==> src/hdl/sv39_page_table_manager_core_assert.svh <==
// Assertion macros for the Sv39 page table manager.
// Clocked on clk_i, disabled while rst_ni is low; no other dependencies.
`ifndef SV39_PAGE_TABLE_MANAGER_CORE_ASSERT_SVH
`define SV39_PAGE_TABLE_MANAGER_CORE_ASSERT_SVH

// Hold cond at every clock edge.
`define SV39PTM_ASSERT_ALWAYS(lbl, cond) \
  lbl: assert property (@(posedge clk_i) disable iff (!rst_ni) (cond)) \
    else $error("sv39ptm: invariant violated");

// Hold cons in the cycle where ante is seen.
`define SV39PTM_ASSERT_IMPLIES(lbl, ante, cons) \
  lbl: assert property (@(posedge clk_i) disable iff (!rst_ni) (ante) |-> (cons)) \
    else $error("sv39ptm: implication violated");

// Hold cons in the cycle after ante.
`define SV39PTM_ASSERT_NEXT(lbl, ante, cons) \
  lbl: assert property (@(posedge clk_i) disable iff (!rst_ni) (ante) |=> (cons)) \
    else $error("sv39ptm: next-cycle check violated");

`endif

==> src/hdl/sv39ptm_pkg.sv <==
// Shared types and constants for the Sv39 page table manager.
// Used by the walk step unit and the top level; no dependencies.
package sv39ptm_pkg;

  localparam int unsigned TABLE_PAGES       = 64;
  localparam int unsigned ENTRIES_PER_TABLE = 512;

  localparam int unsigned VPN_W       = $clog2(ENTRIES_PER_TABLE);
  localparam int unsigned TBL_W       = $clog2(TABLE_PAGES);
  localparam int unsigned NFT_W       = $clog2(TABLE_PAGES + 1);
  localparam int unsigned STORE_DEPTH = TABLE_PAGES * ENTRIES_PER_TABLE;
  localparam int unsigned ADDR_W      = TBL_W + VPN_W;

  localparam int unsigned PTE_W  = 64;
  localparam int unsigned VA_W   = 39;
  localparam int unsigned PA_W   = 56;
  localparam int unsigned OFFS_W = 12;
  localparam int unsigned PPN_W  = 44;
  localparam int unsigned FLAG_W = 8;
  localparam int unsigned LVL_W  = 2;

  typedef enum logic [1:0] {
    FN_MAP,
    FN_UNMAP,
    FN_XLATE,
    FN_NONE
  } func_e;

  typedef enum logic [2:0] {
    STS_OK,
    STS_MISALIGNED,
    STS_NO_SPACE,
    STS_MAPPED,
    STS_NOT_MAPPED,
    STS_UPPER_LEAF
  } status_e;

  typedef enum logic [2:0] {
    S_CLEAR,
    S_IDLE,
    S_READ,
    S_CHECK,
    S_RESP
  } state_e;

  typedef struct packed {
    logic             finish;
    logic             descend;
    logic             alloc;
    status_e          status;
    logic [TBL_W-1:0] tbl_nx;
    logic             we;
    logic [PTE_W-1:0] wdata;
    logic             flush;
    logic [PA_W-1:0]  pa_out;
  } step_t;

endpackage

==> src/hdl/sv39ptm_step.sv <==
// Walk step unit: judges one PTE read from the store at the current level.
// Depends on sv39ptm_pkg for widths, codes and the step_t decision bundle.
module sv39ptm_step import sv39ptm_pkg::*; (
  input  logic [PTE_W-1:0]  pte_i,
  input  logic [LVL_W-1:0]  level_i,
  input  func_e             func_i,
  input  logic [NFT_W-1:0]  nft_i,
  input  logic [PPN_W-1:0]  pa_ppn_i,
  input  logic [FLAG_W-1:0] flags_i,
  input  logic [OFFS_W-1:0] offs_i,
  output step_t             step_o
);

  logic             pte_v;
  logic             pte_rwx;
  logic [PPN_W-1:0] pte_ppn;

  assign pte_v   = pte_i[0];
  assign pte_rwx = |pte_i[3:1];
  assign pte_ppn = pte_i[PPN_W+9:10];

  always_comb begin
    step_o        = '0;
    step_o.status = STS_OK;
    if (level_i != '0) begin
      if (pte_v) begin
        if (pte_rwx || (pte_ppn >= PPN_W'(TABLE_PAGES))) begin
          step_o.finish = 1'b1;
          step_o.status = STS_UPPER_LEAF;
        end else begin
          step_o.descend = 1'b1;
          step_o.tbl_nx  = pte_ppn[TBL_W-1:0];
        end
      end else if (func_i != FN_MAP) begin
        step_o.finish = 1'b1;
        step_o.status = STS_NOT_MAPPED;
      end else if (nft_i >= NFT_W'(TABLE_PAGES)) begin
        step_o.finish = 1'b1;
        step_o.status = STS_NO_SPACE;
      end else begin
        step_o.descend = 1'b1;
        step_o.alloc   = 1'b1;
        step_o.tbl_nx  = nft_i[TBL_W-1:0];
        step_o.we      = 1'b1;
        step_o.wdata   = PTE_W'({nft_i[TBL_W-1:0], 9'd0, 1'b1});
      end
    end else begin
      step_o.finish = 1'b1;
      case (func_i)
        FN_MAP: begin
          if (pte_v) begin
            step_o.status = STS_MAPPED;
          end else begin
            step_o.we    = 1'b1;
            step_o.wdata = PTE_W'({pa_ppn_i, 2'b00, flags_i[FLAG_W-1:1], 1'b1});
          end
        end
        FN_UNMAP: begin
          if (!pte_v) begin
            step_o.status = STS_NOT_MAPPED;
          end else begin
            step_o.we    = 1'b1;
            step_o.wdata = '0;
            step_o.flush = 1'b1;
          end
        end
        FN_XLATE: begin
          if (!pte_v) begin
            step_o.status = STS_NOT_MAPPED;
          end else begin
            step_o.pa_out = {pte_ppn, offs_i};
          end
        end
        default: begin
          step_o.status = STS_OK;
        end
      endcase
    end
  end

endmodule

==> config.mk <==
export PLATFORM = sky130hd
export DESIGN_NAME = sv39ptm_step
export DESIGN_NICKNAME = d
export VERILOG_FILES = /design/src/hdl/sv39_page_table_manager_core_assert.svh /design/src/hdl/sv39ptm_pkg.sv /design/src/hdl/sv39ptm_step.sv
export SDC_FILE = /design/constraint.sdc
export NUM_CORES = 1
export LEC_CHECK = 0
export BUFFER_PORTS_ARGS = -buffer_cell sky130_fd_sc_hd__buf_2
export CAP_MARGIN = 40
export CORE_AREA = 3 3 104 106
export DETAILED_ROUTE_END_ITERATION = 16
export DIE_AREA = 0 0 107 109
export MAX_ROUTING_LAYER = met4
export PLACE_DENSITY_LB_ADDON = 0.05
export RECOVER_POWER = 100
export SYNTH_ARGS = -nofsm -noshare
export SYNTH_HDL_FRONTEND = slang
export SYNTH_SLANG_ARGS = --single-unit
==> constraint.sdc <==
create_clock -name vclk -period 1.4
set_clock_uncertainty 0.1 [all_clocks]
set_input_delay 0 -clock vclk [all_inputs]
set_output_delay 0 -clock vclk [all_outputs]
set_load 0.05 [all_outputs]
==> results of run 1 <==
report_power, final:
| group | switching (uW) | leakage, uW | internal [uW] |
|---|---|---|---|
| Sequential | 0 | 0 | 0 |
| Combinational | 395 | 0.00179 | 247 |
| Clock | 0 | 0 | 0 |
| Total | 395 | 0.00179 | 247 |
kinds of logic after synthesis:
kind of cell               synth area share [%]
AOI/OAI and AO/OA                         7.198
adders and majority gates                 3.839
other                                    0.2876
buffers and inverters                     15.83
and+or+nand+nor                           72.84
tightest hold or removal path: cells and delay by family:
kind | cells | cell delay (ps)
simple gates | 2 | 130
buf+inv | 2 | 220
path summary, 6_finish.rpt:
check / startpoint / endpoint / slack, ps / depth (start not counted)
worst max-delay path: func_i[0] / step_o[51] / 50 / 8
worst min-delay path: pa_ppn_i[5] / step_o[72] / 250 / 4
final cells by class:
type	instances	share of cell area (%)
repair buffers	266	52.83
well taps	133	5.263
multi-input cells	187	41.67
inverters	2	0.2374
timing repair:
action	CTS	global route
endpoints found under the setup margin	12	90
cloned	0	1
setup buffers	0	1
pin swaps	2	5
gates resized for setup	17	66
synth_stat cells (2+ instances only):
cell | count | area [um^2]
sky130_fd_sc_hd__a31oi_1 | 2 | 12.51
sky130_fd_sc_hd__nand4_1 | 6 | 37.54
sky130_fd_sc_hd__a21oi_1 | 2 | 10.01
sky130_fd_sc_hd__ha_1 | 4 | 50.05
sky130_fd_sc_hd__buf_2 | 5 | 25.02
sky130_fd_sc_hd__nor2_4 | 2 | 22.52
sky130_fd_sc_hd__o21ai_0 | 3 | 15.01
sky130_fd_sc_hd__inv_1 | 2 | 7.510
sky130_fd_sc_hd__nor4_1 | 10 | 62.56
sky130_fd_sc_hd__and4_1 | 2 | 17.52
sky130_fd_sc_hd__and2_1 | 102 | 638.1
sky130_fd_sc_hd__buf_4 | 14 | 105.1
sky130_fd_sc_hd__and3_1 | 3 | 18.77
sky130_fd_sc_hd__nor2_1 | 2 | 7.510
sky130_fd_sc_hd__buf_6 | 5 | 56.30
sky130_fd_sc_hd__o21ai_1 | 6 | 30.03
sky130_fd_sc_hd__nand2_1 | 21 | 78.83
through the flow:
stage                     std cells  total power (uW)  utilization (%)  setup slack (ps)
after floorplan                 215             356.5                -            -118.6
after global placement          586             597.3            29.03            -81.22
after detailed placement        586             599.5            29.03            -86.70
after CTS                       586             609.8            29.59             4.697
after global routing            588             689.7            32.05            -30.79
final                           588             642.7            32.05             45.12
metal layers:
metal	GRT usage (%)	vias to the layer above
li1	-	1148
met1	13.08	995
met2	22.39	110
met3	0.8881	4
met4	0.6393	0
met5	-	-
==> results.toml, run 1 <==
[run_status]
outcome = "finished clean"

[routing]
route.detailed.drc = 0
route.detailed.wl_per_inst_um = 13.33
met2WireLength_um = 4466
drt-initial-drc-count = 53
final_antenna_net_count = 0
num_vias = 2257
route.met3.wl_um = 499
finalWirelength_um = 7838
drt_first_pass_iters = 4
top_layer = "met4"
m1WireLength_um = 2825
post_drt_via_cell_ratio = 3.838

[hold_path]
min-delay-path-class = "in2out"

[final_layout]
flow.area_growth_from_synthesis_pct = 142.5
layout_common_cells = "sky130_fd_sc_hd__buf_2, sky130_fd_sc_hd__and2_1, sky130_fd_sc_hd__clkbuf_4, sky130_fd_sc_hd__clkbuf_2, sky130_fd_sc_hd__buf_4"
layout.nets = 600
final.fill_count = 1125
sequential_cell_count_of_the_final_layout = 0
clock_buffers = 0
most_common_cell_after_layout_fill_and_taps_aside = "sky130_fd_sc_hd__buf_2"
finalInstanceArea_um2 = 3162
seq_area_um2 = 0
diodes = 0
combined_area_of_the_multi_input_logic_cells_um2 = 1318
post_route_cells_drive_above_1_share_pct = 65.27

[floorplanning]
placementRows = 36
floorplan.initialDensity_pct = 13.22
die_area_um2 = 11660
io-pin-count = 273
design.core.area_um2 = 9864
die_w_um = 107
die_y_um = 109

[setup_path]
timing.critical_path.slowest_cell_delay_ps = 260
critical_path_peak_fanout = 19
cp-end-kind = "primary output"
worstPathRequired_ps = 1300
critical_path.n_buffers_inverters = 5
cp_cell_sequence = "buf_2 -> inv_1 -> buf_4 -> ha_1 -> and3_4 -> clkbuf_16 -> and2_1 -> buf_2"
critical_path.top_delay_family = "buffers and inverters"
crit_slowest_cell = "sky130_fd_sc_hd__buf_2"
critical_path_most_common_cell = "sky130_fd_sc_hd__buf_2"
crit_path_start_kind = "primary input"
crit_path_kind = "in2out"
crit_arrival_ps = 1250

[timing]
report.final.hold_viol_count = 0
grt_setup_unrepaired = "true"
period_needed_ps = 1355
setup_viol_count_final = 0
worst-slew-pin-transition_ps = 594.6
finalCritPeriodShare_pct = 96.78
worst_slew_margin_rel_pct = 60.53
tns_ps = 0
slew_viol_final = 0
fmax_mhz = 738.1
fin_hold_ws_ps = 248.4

[place]
dpl_cell_area_um2 = 2864
post-dp-hpwl_um = 6740
placement.io_buffers = 244
routability_cong = 0.7234

[synthesis]
post_synth.cell_area_avg_um2 = 6.391
synth.yosys.warnings = 0
number_of_distinct_standard_cells_referenced_by_the_synthesized_netlist = 30
synth_seq_area_share_pct = 0
synth.cell_area_um2 = 1304
syn_inst = 204

[power_and_ir_drop]
vdd.ir_drop.worst_uv = 95.47
p_leak_uw = 0.001790
power_density_nw_per_um2 = 203.3

[grt]
grt_max_degree = 40
via_count_of_the_first_global_routing_pass = 2032
first_pass_grt_wire_length_um = 10590
groute.usage.overall_pct = 11.35
globalRoute.totalOverflow = 0
grt_antenna_before_repair = 0

[clocking]
post_cts_hold_fix_bufs = 0

[run]
max_cap_violations = 0
No activity file was read; power rests on OpenSTA's default activity.
==> inputs of run 2 (changes only) <==
--- a/config.mk
+++ b/config.mk
@@ -7,12 +7,16 @@
 export LEC_CHECK = 0
 export BUFFER_PORTS_ARGS = -buffer_cell sky130_fd_sc_hd__buf_2
 export CAP_MARGIN = 40
-export CORE_AREA = 3 3 104 106
+export CELL_PAD_IN_SITES_DETAIL_PLACEMENT = 0
+export CELL_PAD_IN_SITES_GLOBAL_PLACEMENT = 2
+export CORE_MARGIN = 3
+export CORE_UTILIZATION = 10
 export DETAILED_ROUTE_END_ITERATION = 16
-export DIE_AREA = 0 0 107 109
+export GPL_ROUTABILITY_DRIVEN = 0
 export MAX_ROUTING_LAYER = met4
 export PLACE_DENSITY_LB_ADDON = 0.05
 export RECOVER_POWER = 100
+export SKIP_LAST_GASP = 1
 export SYNTH_ARGS = -nofsm -noshare
 export SYNTH_HDL_FRONTEND = slang
 export SYNTH_SLANG_ARGS = --single-unit
==> run 2 against run 1 <==
Net effect:
- the run now ends with setup timing left
- maximum frequency fell by 3.7%
- first-iteration DRC count is 17% lower
- cell area grew 1.5%
- highest routed layer is now met3
==> results.toml, run 2 (synthesis results as in run 1) <==
[run_status]
outcome = "finished with violations"
failing_checks = "setup timing"

[routing]
num_vias = 2258
route.detailed.drc = 0
drt_first_pass_iters = 6
finalWirelength_um = 8373
drt-initial-drc-count = 44
route.detailed.wl_per_inst_um = 13.31
post_drt_via_cell_ratio = 3.590
final_antenna_net_count = 0

[final_layout]
clock_buffers = 0
layout_common_cells = "sky130_fd_sc_hd__buf_2, sky130_fd_sc_hd__and2_1, sky130_fd_sc_hd__clkbuf_4, sky130_fd_sc_hd__clkbuf_2, sky130_fd_sc_hd__buf_4"
layout.cells.non_filler = 629
seq_area_um2 = 0
layout.nets = 602
sequential_cell_count_of_the_final_layout = 0
finalInstanceArea_um2 = 3211
most_common_cell_after_layout_fill_and_taps_aside = "sky130_fd_sc_hd__buf_2"
flow.area_growth_from_synthesis_pct = 146.3
diodes = 0
post_route_cells_drive_above_1_share_pct = 64.99

[setup_path]
timing.critical_path.slowest_cell_delay_ps = 330
crit_slowest_cell = "sky130_fd_sc_hd__and4_4"
critical_path_peak_fanout = 7
crit_path_start_kind = "primary input"
crit_arrival_ps = 1310
crit_path_kind = "in2out"
cp_cell_sequence = "buf_2 -> nor4_2 -> and4_4 -> buf_6 -> nand4_1 -> o21ai_4 -> buf_12"
worstPathRequired_ps = 1300
cp-end-kind = "primary output"
critical_path.top_delay_family = "simple AND/OR/NAND/NOR gates"
critical_path.n_buffers_inverters = 3
startpoint = "pte_i[27]"

[power_and_ir_drop]
p_comb_share_pct = 100.0
total_switching_power_uw = 402.1
power_density_nw_per_um2 = 202.3
p_int_uw = 247.3
p_leak_uw = 0.001816
power.share.clock_pct = 0
vdd.ir_drop.worst_uv = 72.79
power_frac_seq_pct = 0
power_switching_share_pct = 61.92

[timing]
grt_setup_unrepaired = "true"
worst-slew-pin-transition_ps = 615.9
report.final.hold_viol_count = 0
setup_viol_count_final = 1
finalCritPeriodShare_pct = 100.5
slew_viol_final = 0
worst_slew_margin_rel_pct = 59.12
period_needed_ps = 1407
fmax_mhz = 710.6
timing.final.ws_setup_ps = -7.270

[floorplanning]
floorplan.initialDensity_pct = 10.29
die_w_um = 120.2
die_area_um2 = 14440
placementRows = 41
die_y_um = 120.2
design.core.area_um2 = 12670
io-pin-count = 273

[clocking]
post_cts_hold_fix_bufs = 0

[grt]
first_pass_grt_wire_length_um = 11460
groute.usage.overall_pct = 10.01
grt_max_degree = 57
via_count_of_the_first_global_routing_pass = 2165
globalRoute.totalOverflow = 0
grt_antenna_before_repair = 0

[run]
max_cap_violations = 0

[place]
place.detailed.instances = 626
placement.io_buffers = 244
post-dp-hpwl_um = 7099
dpl_cell_area_um2 = 2908

[hold_path]
min-delay-path-class = "in2out"
hold_path_startpoint = "pa_ppn_i[5]"
## run 2: changes by cell type in the layout (fill, tap and decap cells not counted), sizes merged
| cell | before | now |
|---|---|---|
| buf | 198 | 209 |
| clkbuf | 68 | 59 |
## run 2: cell type report
cell class | count | area [um^2]
Fill cell | 1452 | 9460
Tap cell | 172 | 215.2
Inverter | 2 | 7.507
Timing Repair Buffer | 268 | 1650
Multi-Input combinational cell | 187 | 1338
## run 2: final timing paths
| check | endpoint | slack, ps | cells after the start |
|---|---|---|---|
| worst max-delay path | step_o[123] | -7 | 7 |
| worst min-delay path | step_o[72] | 280 | 4 |
## run 2: what timing repair did
action                                  4_1_cts  5_1_grt
gates cloned                                  0        2
resized for setup                            18       70
setup buffers                                 0        1
endpoints found under the setup margin       14       96
pin swaps                                     1        5
## run 2: power by group through the flow
stage	sequential (uW)	combinational, uW	clock, uW
floorplan	0	356	0
CTS	0	618	0
global route	0	697	0
global placement	0	604	0
finish	0	649	0
detailed placement	0	603	0
## run 2: per-stage QoR
step                      util, %  setup slack, ps  total power, uW  setup TNS, ps  hold slack [ps]
after global placement      22.95           -232.6            604.1          -1968            310.3
after global routing        25.34           -95.51            697.5          -2135            309.1
after floorplan                 -           -118.6            356.5          -1066           -19.94
after CTS                   23.48           -28.45            618.1         -28.45            299.2
final                       25.34           -7.270            649.4         -7.270            279.9
after detailed placement    22.95           -202.0            602.7          -1827            309.0
## run 2: layer usage
metal / share of wire, % / track usage [%]
met3: 7.0 / 1.076
met2: 59 / 21.07
met1: 34 / 10.45
met5: 0 / -
met4: 0 / 0
